==> src/rtl/core/bfre_pkg.sv <==
// Shared constants and types for the bitmap free-range extractor.
// No dependencies; used by every module under rtl/core.
package bfre_pkg;

  localparam int BYTE_W       = 8;   // bitmap bits per item
  localparam int BIT_IDX_W    = 3;   // bit index within a byte
  localparam int POS_W        = 32;  // bit position counter
  localparam int BCNT_W       = POS_W - BIT_IDX_W;  // byte count part of the position
  localparam int ID_OUT_W     = 32;  // width of range_start / range_end
  localparam int BASE_W       = 32;  // width of the base_id register
  localparam int MAX_RANGES   = 5;   // most ranges one byte can produce
  localparam int RCNT_W       = 3;   // holds 0..MAX_RANGES
  localparam int ID_WIDTH_DEF = 32;

  // One range found in the current byte, as bit offsets.
  typedef struct packed {
    logic                 carry;   // start is the run opened in an earlier byte
    logic                 e_prev;  // end is bit 7 of the previous byte
    logic [BIT_IDX_W-1:0] s_idx;
    logic [BIT_IDX_W-1:0] e_idx;
  } range_sel_t;

  // Per-byte summary from the scanner.
  typedef struct packed {
    logic [RCNT_W-1:0]    cnt;          // ranges closed by this byte
    logic                 open_nxt;     // a run is open after this byte
    logic                 first_fresh;  // that run started in this byte
    logic [BIT_IDX_W-1:0] first_idx;    // its start bit
  } scan_res_t;

endpackage

==> src/rtl/core/bfre_scan.sv <==
// Byte scanner: finds the free runs closed by one bitmap byte.
// Pure combinational; depends on bfre_pkg.
module bfre_scan (
  input  logic [bfre_pkg::BYTE_W-1:0] byte_i,
  input  logic                        last_i,
  input  logic                        run_open_i,
  output bfre_pkg::scan_res_t         res_o,
  output bfre_pkg::range_sel_t        rng_o [bfre_pkg::MAX_RANGES]
);
  import bfre_pkg::*;

  range_sel_t rng_v [MAX_RANGES];

  always_comb begin
    logic                 open;
    logic                 carry;
    logic [BIT_IDX_W-1:0] sidx;
    logic [RCNT_W-1:0]    cnt;
    open  = run_open_i;
    carry = run_open_i;
    sidx  = '0;
    cnt   = '0;
    for (int i = 0; i < MAX_RANGES; i++) begin
      rng_v[i] = '0;
    end
    for (int b = 0; b < BYTE_W; b++) begin
      if (!byte_i[b]) begin
        if (!open) begin
          open  = 1'b1;
          carry = 1'b0;
          sidx  = BIT_IDX_W'(b);
        end
      end else if (open) begin
        open               = 1'b0;
        rng_v[cnt].carry   = carry;
        rng_v[cnt].s_idx   = sidx;
        // used bit 0 closes a run that ended on the previous byte
        rng_v[cnt].e_prev  = (b == 0);
        rng_v[cnt].e_idx   = (b == 0) ? {BIT_IDX_W{1'b1}} : BIT_IDX_W'(b - 1);
        cnt                = cnt + 1'b1;
      end
    end
    res_o.first_fresh = open & ~carry;
    res_o.first_idx   = sidx;
    if (last_i && open) begin
      // close at bit 7 of the final byte
      rng_v[cnt].carry  = carry;
      rng_v[cnt].s_idx  = sidx;
      rng_v[cnt].e_prev = 1'b0;
      rng_v[cnt].e_idx  = {BIT_IDX_W{1'b1}};
      cnt               = cnt + 1'b1;
    end
    res_o.cnt      = cnt;
    res_o.open_nxt = open & ~last_i;
  end

  assign rng_o = rng_v;

endmodule

==> src/rtl/core/bfre_out_reg.sv <==
// Output register for the range stream: holds one range until taken.
// Depends on bfre_pkg.
module bfre_out_reg (
  input  logic                          clk,
  input  logic                          rst_n,
  input  logic                          load_i,
  input  logic [bfre_pkg::ID_OUT_W-1:0] start_i,
  input  logic [bfre_pkg::ID_OUT_W-1:0] end_i,
  input  logic                          last_i,
  output logic                          rdy_o,
  output logic                          out_tvalid,
  input  logic                          out_tready,
  output logic [2*bfre_pkg::ID_OUT_W-1:0] out_tdata,  // range_start, range_end
  output logic                          out_tlast     // last_of_item
);
  import bfre_pkg::*;

  logic                  valid_r;
  logic [ID_OUT_W-1:0]   start_r;
  logic [ID_OUT_W-1:0]   end_r;
  logic                  last_r;

  // free, or emptying this cycle
  assign rdy_o = ~valid_r | out_tready;

  always_ff @(posedge clk) begin
    if (!rst_n) begin
      valid_r <= 1'b0;
    end else if (rdy_o) begin
      valid_r <= load_i;
    end
  end

  always_ff @(posedge clk) begin
    if (rdy_o && load_i) begin
      start_r <= start_i;
      end_r   <= end_i;
      last_r  <= last_i;
    end
  end

  assign out_tvalid = valid_r;
  assign out_tdata  = {end_r, start_r};
  assign out_tlast  = last_r;

endmodule

==> src/rtl/core/bitmap_free_range_extractor_unit.sv <==
// Top level of the bitmap free-range extractor.
// Depends on bfre_pkg, bfre_scan and bfre_out_reg.
//
// Usage:
//  - in_*  : one bitmap byte per item, bit 0 first, clear bit = free entry.
//            in_tlast marks the final byte of the bitmap; it closes any open
//            run and restarts the bit position at zero.
//  - out_* : one free run per item as inclusive start/end IDs, where
//            ID = base_id + bit position (mod 2^ID_WIDTH, cut to 32 bits).
//            out_tlast flags the last range produced by a given byte.
//  - cfg_* : write of base_id, registered on cfg_wen; write while idle.
// Timing: a byte sits in a holding register; the scanner finds its ranges
// and one range per cycle is loaded into the output register while it is
// ready to take one. The first range passes through the holding register
// and then the output register. A byte with no ranges retires without
// output; a byte with k ranges (up to 5) sends them one at a time.
// A new byte is accepted in the same cycle the held byte retires.
// Receiver stall: the output register holds its range, the held byte
// waits while it still has ranges to send, and in_tready drops until the range is taken.
// Reset: position, run state and base_id clear; no items in flight.
module bitmap_free_range_extractor_unit #(
  parameter int ID_WIDTH = bfre_pkg::ID_WIDTH_DEF
) (
  input  logic                            clk,
  input  logic                            rst_n,
  // bitmap byte stream
  input  logic                            in_tvalid,
  output logic                            in_tready,
  input  logic [bfre_pkg::BYTE_W-1:0]     in_tdata,   // bitmap_byte
  input  logic                            in_tlast,   // last_byte
  // free range stream
  output logic                            out_tvalid,
  input  logic                            out_tready,
  output logic [2*bfre_pkg::ID_OUT_W-1:0] out_tdata,  // range_start, range_end
  output logic                            out_tlast,  // last_of_item
  // base_id register
  input  logic                            cfg_wen,
  input  logic [bfre_pkg::BASE_W-1:0]     cfg_wdata
);
  import bfre_pkg::*;

  // sum wide enough for base + position, then cut to ID_WIDTH
  localparam int SUM_W = (ID_WIDTH > POS_W) ? ID_WIDTH : POS_W;
  localparam logic [SUM_W-1:0] ID_MASK = {SUM_W{1'b1}} >> (SUM_W - ID_WIDTH);

  function automatic logic [ID_OUT_W-1:0] id_of(input logic [BASE_W-1:0] b,
                                                 input logic [POS_W-1:0]  p);
    logic [SUM_W-1:0] s;
    s = (SUM_W'(b) + SUM_W'(p)) & ID_MASK;
    return s[ID_OUT_W-1:0];
  endfunction

  // config
  logic [BASE_W-1:0]    base_r;

  // held byte
  logic                 hold_valid_r;
  logic [BYTE_W-1:0]    hold_byte_r;
  logic                 hold_last_r;
  logic [RCNT_W-1:0]    idx_r;        // next range of the held byte to send

  // run state; position is always byte aligned: {cnt_r, bit}
  logic                 run_open_r;
  logic [ID_OUT_W-1:0]  run_first_r;
  logic [BCNT_W-1:0]    cnt_r;
  logic [BCNT_W-1:0]    cnt_m1_r;     // cnt_r - 1, for runs ending on the prior byte

  scan_res_t            res;
  range_sel_t           rng [MAX_RANGES];
  range_sel_t           cur;

  logic                 out_rdy;
  logic                 has_rng;
  logic                 last_rng;
  logic                 emit;
  logic                 retire;
  logic                 in_acc;
  logic [ID_OUT_W-1:0]  start_id;
  logic [ID_OUT_W-1:0]  end_id;

  bfre_scan u_scan (
    .byte_i     (hold_byte_r),
    .last_i     (hold_last_r),
    .run_open_i (run_open_r),
    .res_o      (res),
    .rng_o      (rng)
  );

  assign cur      = rng[idx_r];
  assign has_rng  = (res.cnt != '0);
  assign last_rng = (idx_r == RCNT_W'(res.cnt - 1'b1));
  assign emit     = hold_valid_r & has_rng & out_rdy;
  // held byte is done when it had no ranges or its final range goes out
  assign retire   = hold_valid_r & (~has_rng | (out_rdy & last_rng));
  assign in_tready = ~hold_valid_r | retire;
  assign in_acc   = in_tvalid & in_tready;

  assign start_id = cur.carry ? run_first_r : id_of(base_r, {cnt_r, cur.s_idx});
  assign end_id   = id_of(base_r, {(cur.e_prev ? cnt_m1_r : cnt_r), cur.e_idx});

  bfre_out_reg u_out (
    .clk        (clk),
    .rst_n      (rst_n),
    .load_i     (emit),
    .start_i    (start_id),
    .end_i      (end_id),
    .last_i     (last_rng),
    .rdy_o      (out_rdy),
    .out_tvalid (out_tvalid),
    .out_tready (out_tready),
    .out_tdata  (out_tdata),
    .out_tlast  (out_tlast)
  );

  always_ff @(posedge clk) begin
    if (!rst_n) begin
      base_r <= '0;
    end else if (cfg_wen) begin
      base_r <= cfg_wdata;
    end
  end

  // holding register and range index
  always_ff @(posedge clk) begin
    if (!rst_n) begin
      hold_valid_r <= 1'b0;
      idx_r        <= '0;
    end else begin
      if (in_acc) begin
        hold_valid_r <= 1'b1;
      end else if (retire) begin
        hold_valid_r <= 1'b0;
      end
      if (retire) begin
        idx_r <= '0;
      end else if (emit) begin
        idx_r <= idx_r + 1'b1;
      end
    end
  end

  always_ff @(posedge clk) begin
    if (in_acc) begin
      hold_byte_r <= in_tdata;
      hold_last_r <= in_tlast;
    end
  end

  // run state advances once per retired byte
  always_ff @(posedge clk) begin
    if (!rst_n) begin
      run_open_r  <= 1'b0;
      run_first_r <= '0;
      cnt_r       <= '0;
      cnt_m1_r    <= '1;
    end else if (retire) begin
      run_open_r <= res.open_nxt;
      if (res.first_fresh) begin
        run_first_r <= id_of(base_r, {cnt_r, res.first_idx});
      end
      if (hold_last_r) begin
        cnt_r    <= '0;
        cnt_m1_r <= '1;
      end else begin
        cnt_r    <= cnt_r + 1'b1;
        cnt_m1_r <= cnt_r;
      end
    end
  end

endmodule
==> config.mk <==
export PLATFORM = sky130hd
export DESIGN_NAME = bitmap_free_range_extractor_unit
export DESIGN_NICKNAME = d
export VERILOG_FILES = /design/src/rtl/core/bfre_pkg.sv /design/src/rtl/core/bfre_scan.sv /design/src/rtl/core/bfre_out_reg.sv /design/src/rtl/core/bitmap_free_range_extractor_unit.sv
export SDC_FILE = /design/constraint.sdc
export NUM_CORES = 1
export LEC_CHECK = 0
export ABC_AREA = 1
export BUFFER_PORTS_ARGS = -buffer_cell sky130_fd_sc_hd__buf_2
export CORE_UTILIZATION = 50
export CTS_CLUSTER_DIAMETER = 150
export DETAILED_ROUTE_END_ITERATION = 6
export GPL_TIMING_DRIVEN = 0
export PLACE_DENSITY = 0.68
export SETUP_SLACK_MARGIN = 0.5
export SYNTH_ARGS = -nofsm -noshare
export SYNTH_HDL_FRONTEND = slang
export SYNTH_HIERARCHICAL = 1
export SYNTH_SLANG_ARGS = --single-unit
==> constraint.sdc <==
create_clock -name clk -period 24.9 [get_ports clk]
set_input_delay 0 -clock clk [delete_from_list [all_inputs] [get_ports clk]]
set_output_delay 0 -clock clk [all_outputs]
set_load 0.05 [all_outputs]
Word-level counts from Yosys, hierarchy flattened
Cells that the tools add are included.
{"block": "totals", "regBits": 202, "in_bits": 46, "out_inout_bits": 67}
{"block": "classes", "n_addsub": 14, "magnitude_cmp": 17, "eq_ne": 1, "mux": 170, "n_bitwise": 25, "reduce_logical": 14}
{"op": "40-bit bitwise mux", "n": 32}
{"op": "8-bit demux with 3-bit select", "n": 32}
{"op": "40-bit 2-to-1 mux", "n": 15}
{"op": "3-bit 2-to-1 mux", "n": 37}
{"op": "32-bit adder", "n": 3}
{"op": "8-bit 2-to-1 mux", "n": 12}
{"op": "29-bit 2-to-1 mux", "n": 3}
{"op": "7-bit 2-to-1 mux", "n": 8}
{"op": "6-bit 2-to-1 mux", "n": 8}
{"op": "4-bit >= comparator, second input constant", "n": 9}
{"op": "3-bit inverter with 4-bit output", "n": 9}
{"op": "4-bit by 1-bit less-than comparator with 1-bit output, second input constant", "n": 8}
{"op": "32-bit 2-to-1 mux", "n": 1}
{"op": "29-bit by 1-bit adder with 29-bit output, second input constant", "n": 1}
{"op": "3-bit by 1-bit adder with 3-bit output, second input constant", "n": 9}
{"op": "8-bit binary-select mux with 3-bit select", "n": 1}
{"op": "1-bit 2-to-1 mux", "n": 21}
{"op": "1-bit logical AND", "n": 10}
{"op": "1-bit AND", "n": 7}
{"op": "1-bit inverter", "n": 6}
{"op": "3-bit == test", "n": 1}
{"op": "1-bit OR", "n": 3}
{"op": "3-bit nonzero test", "n": 1}
{"op": "3-bit by 1-bit subtractor with 3-bit output, second input constant", "n": 1}
{"op": "other kinds (3)", "n": 3}

Logic depth before layout (Yosys ltp)
Gate-level depths: netlist of run 1.
{"block": "depth", "depth_word": 59, "depth_mapped": 54, "ltp_nobuf": 54}

Cells and area by module
Netlist of run 1, hierarchy kept.
{"mod": "bitmap_free_range_extractor_unit", "instances": 1, "cells_each": 2013, "area_each_um2": 11782.6, "seq_area_each_um2": 2812.7}
{"mod": "bfre_scan", "instances": 1, "cells_each": 409, "area_each_um2": 2058.2, "seq_area_each_um2": 0.0}
{"mod": "bfre_out_reg", "instances": 1, "cells_each": 72, "area_each_um2": 2003.2, "seq_area_each_um2": 1971.9}

Worst setup path before layout of run 1
OpenSTA, ideal clock, no wires.
{"block": "synth_path", "kind": "reg2reg", "start": "reg hold_byte_r[0]", "end": "reg u_out.end_r[0] (enable)", "arrival_ps": 8802, "t_required_ps": 24390, "setup_slack_ps": 15588, "path_stages_with_launch": 42, "path_buffers": 0, "path_cell_list": "edfxtp_1 > nand2_1 > nand2_1 > ha_1 > or2_4 > nand2_1 > inv_1 > ha_1 > nand2_2 > nand2_4 > ha_1 > nand2_1 > a21boi_0 > inv_1 > ha_1 > nand2_1 > nand2_1 > a21oi_1 > [6 not listed] > nand2_1 > nand2_1 > inv_1 > ha_1 > nor2_1 > a21oi_1 > nand2_1 > inv_2 > ha_1 > nand2_1 > o21ai_0 > inv_1 > ha_1 > nand2_1 > nand3_1 > inv_1 > inv_1 > a21oi_1"}
{"element": "start, declared", "line": "bitmap_free_range_extractor_unit.sv:58", "source": "logic [BYTE_W-1:0] hold_byte_r;"}
{"element": "start signal, assigned", "line": "bitmap_free_range_extractor_unit.sv:144", "source": "hold_byte_r <= in_tdata;"}
{"element": "end signal, assigned", "line": "bfre_out_reg.sv:37", "source": "end_r <= end_i;"}
{"element": "end, declared", "line": "bfre_out_reg.sv:20", "source": "logic [ID_OUT_W-1:0] end_r;"}

==> impl_results.md, run 1 <==
- Crit-path max cell delay: approximately 550 ps
- Slew HR: a little over a quarter
- Pwr Total: 0.00185 W
- Largest net degree at the start of global routing: 31
- Pint: between 0.0009 and 0.001 W
- Layout Skew: between 15 and 20 ps
- Slew Limit Fails: 0
- Comb power frac: 54.3%
- Total GRT Usage: 34.5%
- Largest cells by area after synthesis: nand2_1 19%, dfxtp_1 16%, edfxtp_1 14%
- Crit Path Max Fanout: 10
- Gpl congestion: between 0.9 and 1
- Final min period: about 9500 ps
- Setup violations, final: 0
- Mean Syn Cell Area: between 6 and 7 um^2
- Worst-Skew Late Latency: roughly 550 ps
- Post-Synth Adder-Cell Area: under 10%
- H-tree lvl count: 1
- Largest family of logic cells by synthesized area: simple AND/OR/NAND/NOR gates
- Final Hold Viols: 0
- Buf/Inv on CP: 7
- Simple-gate portion of the synthesized area: between 30% and 40%
- Worst endpoint required time: approximately 25000 ps
- Fraction of registers with async set/reset: 0%
- WP data arrival: 9760 ps
- Yosys warns: 6
- Drt first pass iters: 6
- Gr ovfl total: 0
- Core area: roughly 31000 um^2
- Setup crit end kind: flop
- Drt initial violations: between 1500 and 2000
- CTS Buf Count: 25
- Setup_tns: 0 ps
- Cts repair resizes: 0
- Final WL: 56.4 mm
- Top FF cell, synth: dfxtp_1
- # IOs: about 110
- CTS tree: built
- First-pass GRT wire length: 87.6 mm
- Cell Pwr Density: 101 nW/um^2
- Rows: 64
- Post-synthesis mux area share: 0.213%
- Worst Max-Slew Pin Slew: between 1000 and 1500 ps
- RSZ-0062 raised after global routing: false
- Max rail drop VDD: 0.0891 mV
- IO buf count: around 110
- CP top delay family: simple AND/OR/NAND/NOR gates
- Via count: 16904
- Most frequent cell after synthesis: nand2_1
- Most common cell on crit path: nand2_1
- Share of cells above drive strength 1: 10.7%
- Initial antenna violation count: 0
- HP Class: in -> reg
- Final period util: 38.1%
- DR vias/cell: roughly 5.4
- Dominant cell type by area after synthesis: nand2_1
- Post-synthesis register bit count: around 200
- CTS sink count: 202
- Sequential fraction of the synthesis area: 30.2%
- Max-Cap Viols: 0
- Compound-Gate Fraction of Synth Area: 11.0%
- Hpwl dp: 45.0 mm
- Startpoint Class: flop
- Clock-pin transition on the worst setup and hold timing paths: 60 ps
- Post-synthesis xor/xnor area fraction: about 3.1%
- Clk pwr share: about a fifth
- Die Area: between 30000 and 40000 um^2
- Fin Hold WS: between 100 and 150 ps
- Drt drc: 0
- Sw Share: 48.9%
- Fmax: 0.106 GHz
- Vias in the first global route: about 16000
- Area growth syn-to-layout: 15.2%
- CTS Buffer Depth: 3
- Wire length per cell: roughly 18 um
- Flop pwr share: around 26%
- Layout Nets: roughly 2800
- Post-synth EDFFs: 74
- Status: finished, final reports clean
- Leak: between 9 and 10 nW
- Number of nets with antenna violations after routing: 0
- Die width: 180 um
- Die Ht: about 180 um
- Netlist cell types: 57
- Most frequent cells after synthesis: 791 x nand2_1, 328 x inv_1, 285 x nor2_1
- Cell Area, Synth: 15800 um^2
- Synth top area share: 18.7%
- Initial Util: around 51%
- CP max-delay cell: o21ai_0
- Post-Syn Instances: between 2000 and 2500
- Diode count: 0
- Clock root buffer: clkbuf_16
- Crit Path Class: reg -> reg
- NetSw: around 0.00091 W
tightest hold or removal path, stage by stage:
cell and delay (ps):
buf_2 170, clkbuf_1 230, o21ai_0 200, nor2_1 40
final timing paths:
check / cells past startpoint / start / endpoint / slack [ps]
max reg2reg: 49 / hold_byte_r[0] / u_out/end_r[30] / 15420
min: 4 / cfg_wen / base_r[6] / 150
max: 49 / hold_byte_r[0] / u_out/end_r[30] / 15420
min reg2reg: 2 / run_first_r[2] / run_first_r[2] / 460
flip-flops by register name, summed over array words and instances (netlist names):
register and flops:
base_r 32, run_open_r 1, run_first_r 32, u_out/end_r 32, hold_last_r 1, hold_valid_r 1
cnt_r 29, cnt_m1_r 29, hold_byte_r 8, u_out/start_r 32, u_out/out_tlast 1, idx_r 3
u_out/out_tvalid 1
power groups by stage:
stage / clock (W) / combinational, W / sequential, W
5_1_grt: 0.000382 / 0.00109 / 0.000487
4_1_cts: 0.000368 / 0.000992 / 0.000479
2_1_floorplan: 0 / 0.000568 / 0.000627
3_3_place_gp: 0 / 0.000965 / 0.000490
6_report: 0.000365 / 0.00101 / 0.000479
3_5_place_dp: 0 / 0.000982 / 0.000484
layout by cell type (no fill, tap or decap), types with 7 or more instances in the layout:
master,instances
a21o_1,7
a21oi_1,124
buf_2,136
buf_4,17
clkbuf_1,20
clkbuf_16,25
clkinv_2,7
conb_1,8
dfxtp_1,128
dlygate4sd3_1,46
edfxtp_1,74
ha_1,76
inv_1,328
inv_2,15
nand2_1,791
nand2_2,23
nand2_4,8
nand3_1,218
nand4_1,25
nor2_1,285
nor3_1,34
o21ai_0,124
o21ai_1,18
o21bai_1,11
xnor2_1,18
xor2_1,37
area by class of cell:
cell class,count,area (um^2)
Clock inverter,19,165
Sequential cell,202,4780
Inverter,346,1300
Timing Repair Buffer,160,1060
Fill cell,3063,12700
Buffer,68,419
Multi-Input combinational cell,1885,9370
Tap cell,396,495
Clock buffer,27,653
layer usage:
layer  up-vias  part of all wire (%)  GRT usage, %  wire length [um]
met5         -                     0             0                 0
met4         0                   3.7          12.4              2110
met3       117                   7.6          5.52              4260
met2       640                    44          56.0             25100
met1      7770                    44          46.5             24900
li1       8377                     -             -                 -
cell families after synthesis:
group | Yosys count
DFF | 202
xor gates and xnor gates | 56
other | 1
AOI/OAI and AO/OA | 317
adders and majority gates | 79
and+or+nand+nor | 1422
buffers and inverters | 414
muxes | 3
what timing repair did:
| action | CTS | global route |
|---|---|---|
| setup endpoints to repair | 0 | 0 |
| buffers inserted | 0 | 0 |
| hold buffers | 46 | 0 |
| endpoints found under the hold margin | 56 | 0 |
metrics by stage:
stage / area [um^2] / util [%] / setup WS [ps] / std cells
final: 18300 / 59.1 / 15420 / 3103
after floorplan: 15900 / - / 15590 / 2501
after CTS: 18300 / 59.1 / 15690 / 3103
after detailed placement: 17000 / 54.9 / 15720 / 3011
after global placement: 16900 / 54.8 / 13720 / 3009
after global routing: 18300 / 59.1 / 14800 / 3103
(Power assumes the default switching activity.)
==> inputs of run 2 (changes only) <==
--- a/config.mk
+++ b/config.mk
@@ -5,7 +5,7 @@
 export SDC_FILE = /design/constraint.sdc
 export NUM_CORES = 1
 export LEC_CHECK = 0
-export ABC_AREA = 1
+export ABC_AREA = 0
 export BUFFER_PORTS_ARGS = -buffer_cell sky130_fd_sc_hd__buf_2
 export CORE_UTILIZATION = 50
 export CTS_CLUSTER_DIAMETER = 150
==> constraint.sdc (replaced) <==
create_clock -name clk -period 9.2 [get_ports clk]
set_input_delay 0 -clock clk [delete_from_list [all_inputs] [get_ports clk]]
set_output_delay 0 -clock clk [all_outputs]
set_load 0.05 [all_outputs]
==> impl_results.md, run 2 <==
- Via count: ~14000
- Top FF cell, synth: dfxtp_1
- WP data arrival: 8770 ps
- Drt initial violations: approximately 1100
- Sw Share: a little under half
- Slew HR: 20.1%
- Yosys warns: 6
- Top Metal Used: met4
- Die Area: 30000 um^2
- Cell Area, Synth: roughly 15000 um^2
- Most frequent cell after synthesis: nand2_1
- Post-placement cell area: approximately 16000 um^2
- Setup_tns: 0 ps
- Metal2 WL: approximately 21 mm
- CTS sink count: 202
- Crit Reg-Reg Endpoint: u_out/end_r[27]
- Worst Max-Slew Pin Slew: 1170 ps
- Final worst slack: 694 ps
- Crit Path Class: reg -> reg
- Wire length per cell: just under 20 um
- Drt drc: 0
- Flop pwr share: a little under a quarter
- Setup crit end kind: flop
- Finished Core Util: 62.7%
- Diode count: 0
- Most common cell after layout, fill and taps aside: nand2_1
- Gpl congestion: 0.932
- Number of nets with antenna violations after routing: 0
- Largest net degree at the start of global routing: 66
- Sequential fraction of the synthesis area: between 30 and 40%
- Comb power frac: 60.3%
- Final WL: between 40 and 50 mm
- CTS tree: built
- Final min period: between 8000 and 9000 ps
- Layout Nets: around 2100
- Hpwl dp: approximately 36 mm
- Hold EP: base_r[31]
- Layout Skew: 28.2 ps
- Drt first pass iters: 5
- Clk pwr share: roughly 16%
- CTS Buffer Depth: 3
- Status: finished, final reports clean
- Post-synth EDFFs: 74
- DR vias/cell: 5.97
- Vias in the first global route: approximately 13000
- Pre-CTS WS: -1250 ps
- Max rail drop VDD: roughly 0.27 mV
- Startpoint Class: flop
- H-tree lvl count: 1
- Area growth syn-to-layout: 22.9%
- Worst endpoint required time: ~9500 ps
- Clock root buffer: clkbuf_16
- Most common cell on crit path: buf_6
- Initial Util: between 50% and 60%
- Cell Pwr Density: 336 nW/um^2
- Clock-pin transition on the worst setup and hold timing paths: around 60 ps
- Most frequent cells in the layout: 169 x nand2_1, 146 x o21ai_0, 130 x nor2_1
- Core area: 28800 um^2
- Leak: roughly 7.2 nW
- CTS Buf Count: 24
- Largest cells by area after synthesis: dfxtp_1 17%, edfxtp_1 15%, ha_1 6.5%
- Final period util: between 90 and 100%
- RSZ-0062 raised after global routing: true
- Share of cells above drive strength 1: a little under a fifth
- # IOs: roughly 110
- Post-synthesis register bit count: 202
- Most frequent cells after synthesis: 171 x nand2_1, 153 x o21ai_0, 130 x nor2_1
- Die width: ~170 um
- Setup violations, final: 0
- Initial antenna violation count: 0
- HP Class: in -> reg
- Post-Syn Instances: roughly 1700
- Dpl cells: roughly 2200
- Die Ht: ~170 um
- Rows: between 60 and 70
- R2r setup slk: roughly 690 ps
- Final Hold Viols: 0
- Max-Cap Viols: 0
- First-pass GRT wire length: ~74 mm
- R2R depth: 47
- Fraction of registers with async set/reset: 0%
- Mean Syn Cell Area: 8.42 um^2
- Met3 Wirelength: about 3 mm
- Netlist cell types: between 90 and 100
- Crit-path max cell delay: roughly 500 ps
- Fin area: about 18000 um^2
- IO buf count: 111
- Total GRT Usage: roughly 30%
- Synth top area share: around 17%
- Pint: 0.00317 W
- Gr ovfl total: 0
- CP max-delay cell: mux4_2
- Crit Path Max Fanout: 10
- Hold path cells: 3
- Dominant cell type by area after synthesis: dfxtp_1
- Worst-Skew Late Latency: 540 ps
- Fmax: between 0.1 and 0.15 GHz
- R2R Path Start: run_open_r
- Slew Limit Fails: 0
- Non-Filler Instances: ~2400
- NetSw: approximately 0.0029 W
- HP Start: cfg_wen
- Wl on met1: about 22 mm
[run 2: cell count changes after synthesis, sizes merged, moves of 29 or more]
cell / previous run / this run
nand2: 822 / 171
inv: 344 / 51
nand3: 226 / 49
nor2: 294 / 131
clkbuf: 20 / 78
nor2b: 0 / 52
xnor2: 18 / 65
mux2i: 0 / 43
mux2: 3 / 37
a21o: 7 / 36
[run 2: power by group through the flow]
stage          Sequential, W  Combinational (W)  Clock (W)
2_1_floorplan        0.00191            0.00187          0
3_3_place_gp         0.00142            0.00317          0
3_5_place_dp         0.00142            0.00318          0
4_1_cts              0.00141            0.00346    0.00100
5_1_grt              0.00144            0.00389    0.00104
6_report             0.00141            0.00366   0.000995
[run 2: how the worst max path moves through the flow]
stage	slack [ps]	endpoint	depth (start not counted)	from
global placement	-1270	u_out/end_r[27]	43	run_open_r
detailed placement	-1250	u_out/end_r[27]	43	hold_byte_r[0]
global route	450	u_out/end_r[27]	44	hold_byte_r[0]
CTS	500	u_out/end_r[27]	46	hold_byte_r[0]
floorplan	510	u_out/end_r[27]	43	hold_byte_r[0]
finish	690	u_out/end_r[27]	47	run_open_r
[run 2: cell families (layout without fill, tap and decap cells)]
kind of cell               count (synthesis)  after routing  synth area share, %
muxes                                     85             85                 6.68
AOI/OAI and AO/OA                        505            505                 22.3
other                                      1              8               0.0256
buffers and inverters                    163            419                 4.61
and+or+nand+nor                          605            605                 20.6
DFF                                      202            202                 32.6
xor gates and xnor gates                 103            103                 6.25
adders and majority gates                 79             79                 6.89
[run 2: critical path: cells and delay by family (launching register included)]
family                     cells  cell delay [ps]
DFF                            1              350
and+or+nand+nor                9             1320
AOI/OAI and AO/OA             11             2030
muxes                          3             1000
buffers and inverters         19             2290
adders and majority gates      5             1230
[run 2: metal layers]
layer | GRT usage (%) | vias up
met3 | 3.46 | 62
met2 | 47.8 | 552
li1 | - | 6835
met5 | 0 | -
met1 | 44.2 | 6815
met4 | 7.30 | 0
[run 2: cell type report]
class                           count  area [um^2]
Timing Repair Buffer              213         1500
Tap cell                          384          480
Fill cell                        2488        10700
Clock inverter                      8         80.1
Inverter                           51          199
Clock buffer                       35          771
Multi-Input combinational cell   1385         9660
Buffer                            112          554
Sequential cell                   202         4790
[run 2: timing repair]
action | 4_1_cts | 5_1_grt
hold buffers | 46 | 0
gates cloned | 1 | 0
pin swaps | 20 | 19
setup endpoints to repair | 156 | 37
buffers inserted | 45 | 10
gates resized for setup | 56 | 45
endpoints found under the hold margin | 45 | 0
[run 2: per-stage QoR]
stage,hold slack [ps],total power (W)
floorplan,98.9,0.00378
global placement,177,0.00459
detailed placement,178,0.00460
CTS,28.9,0.00588
global route,45.0,0.00637
finish,20.5,0.00606
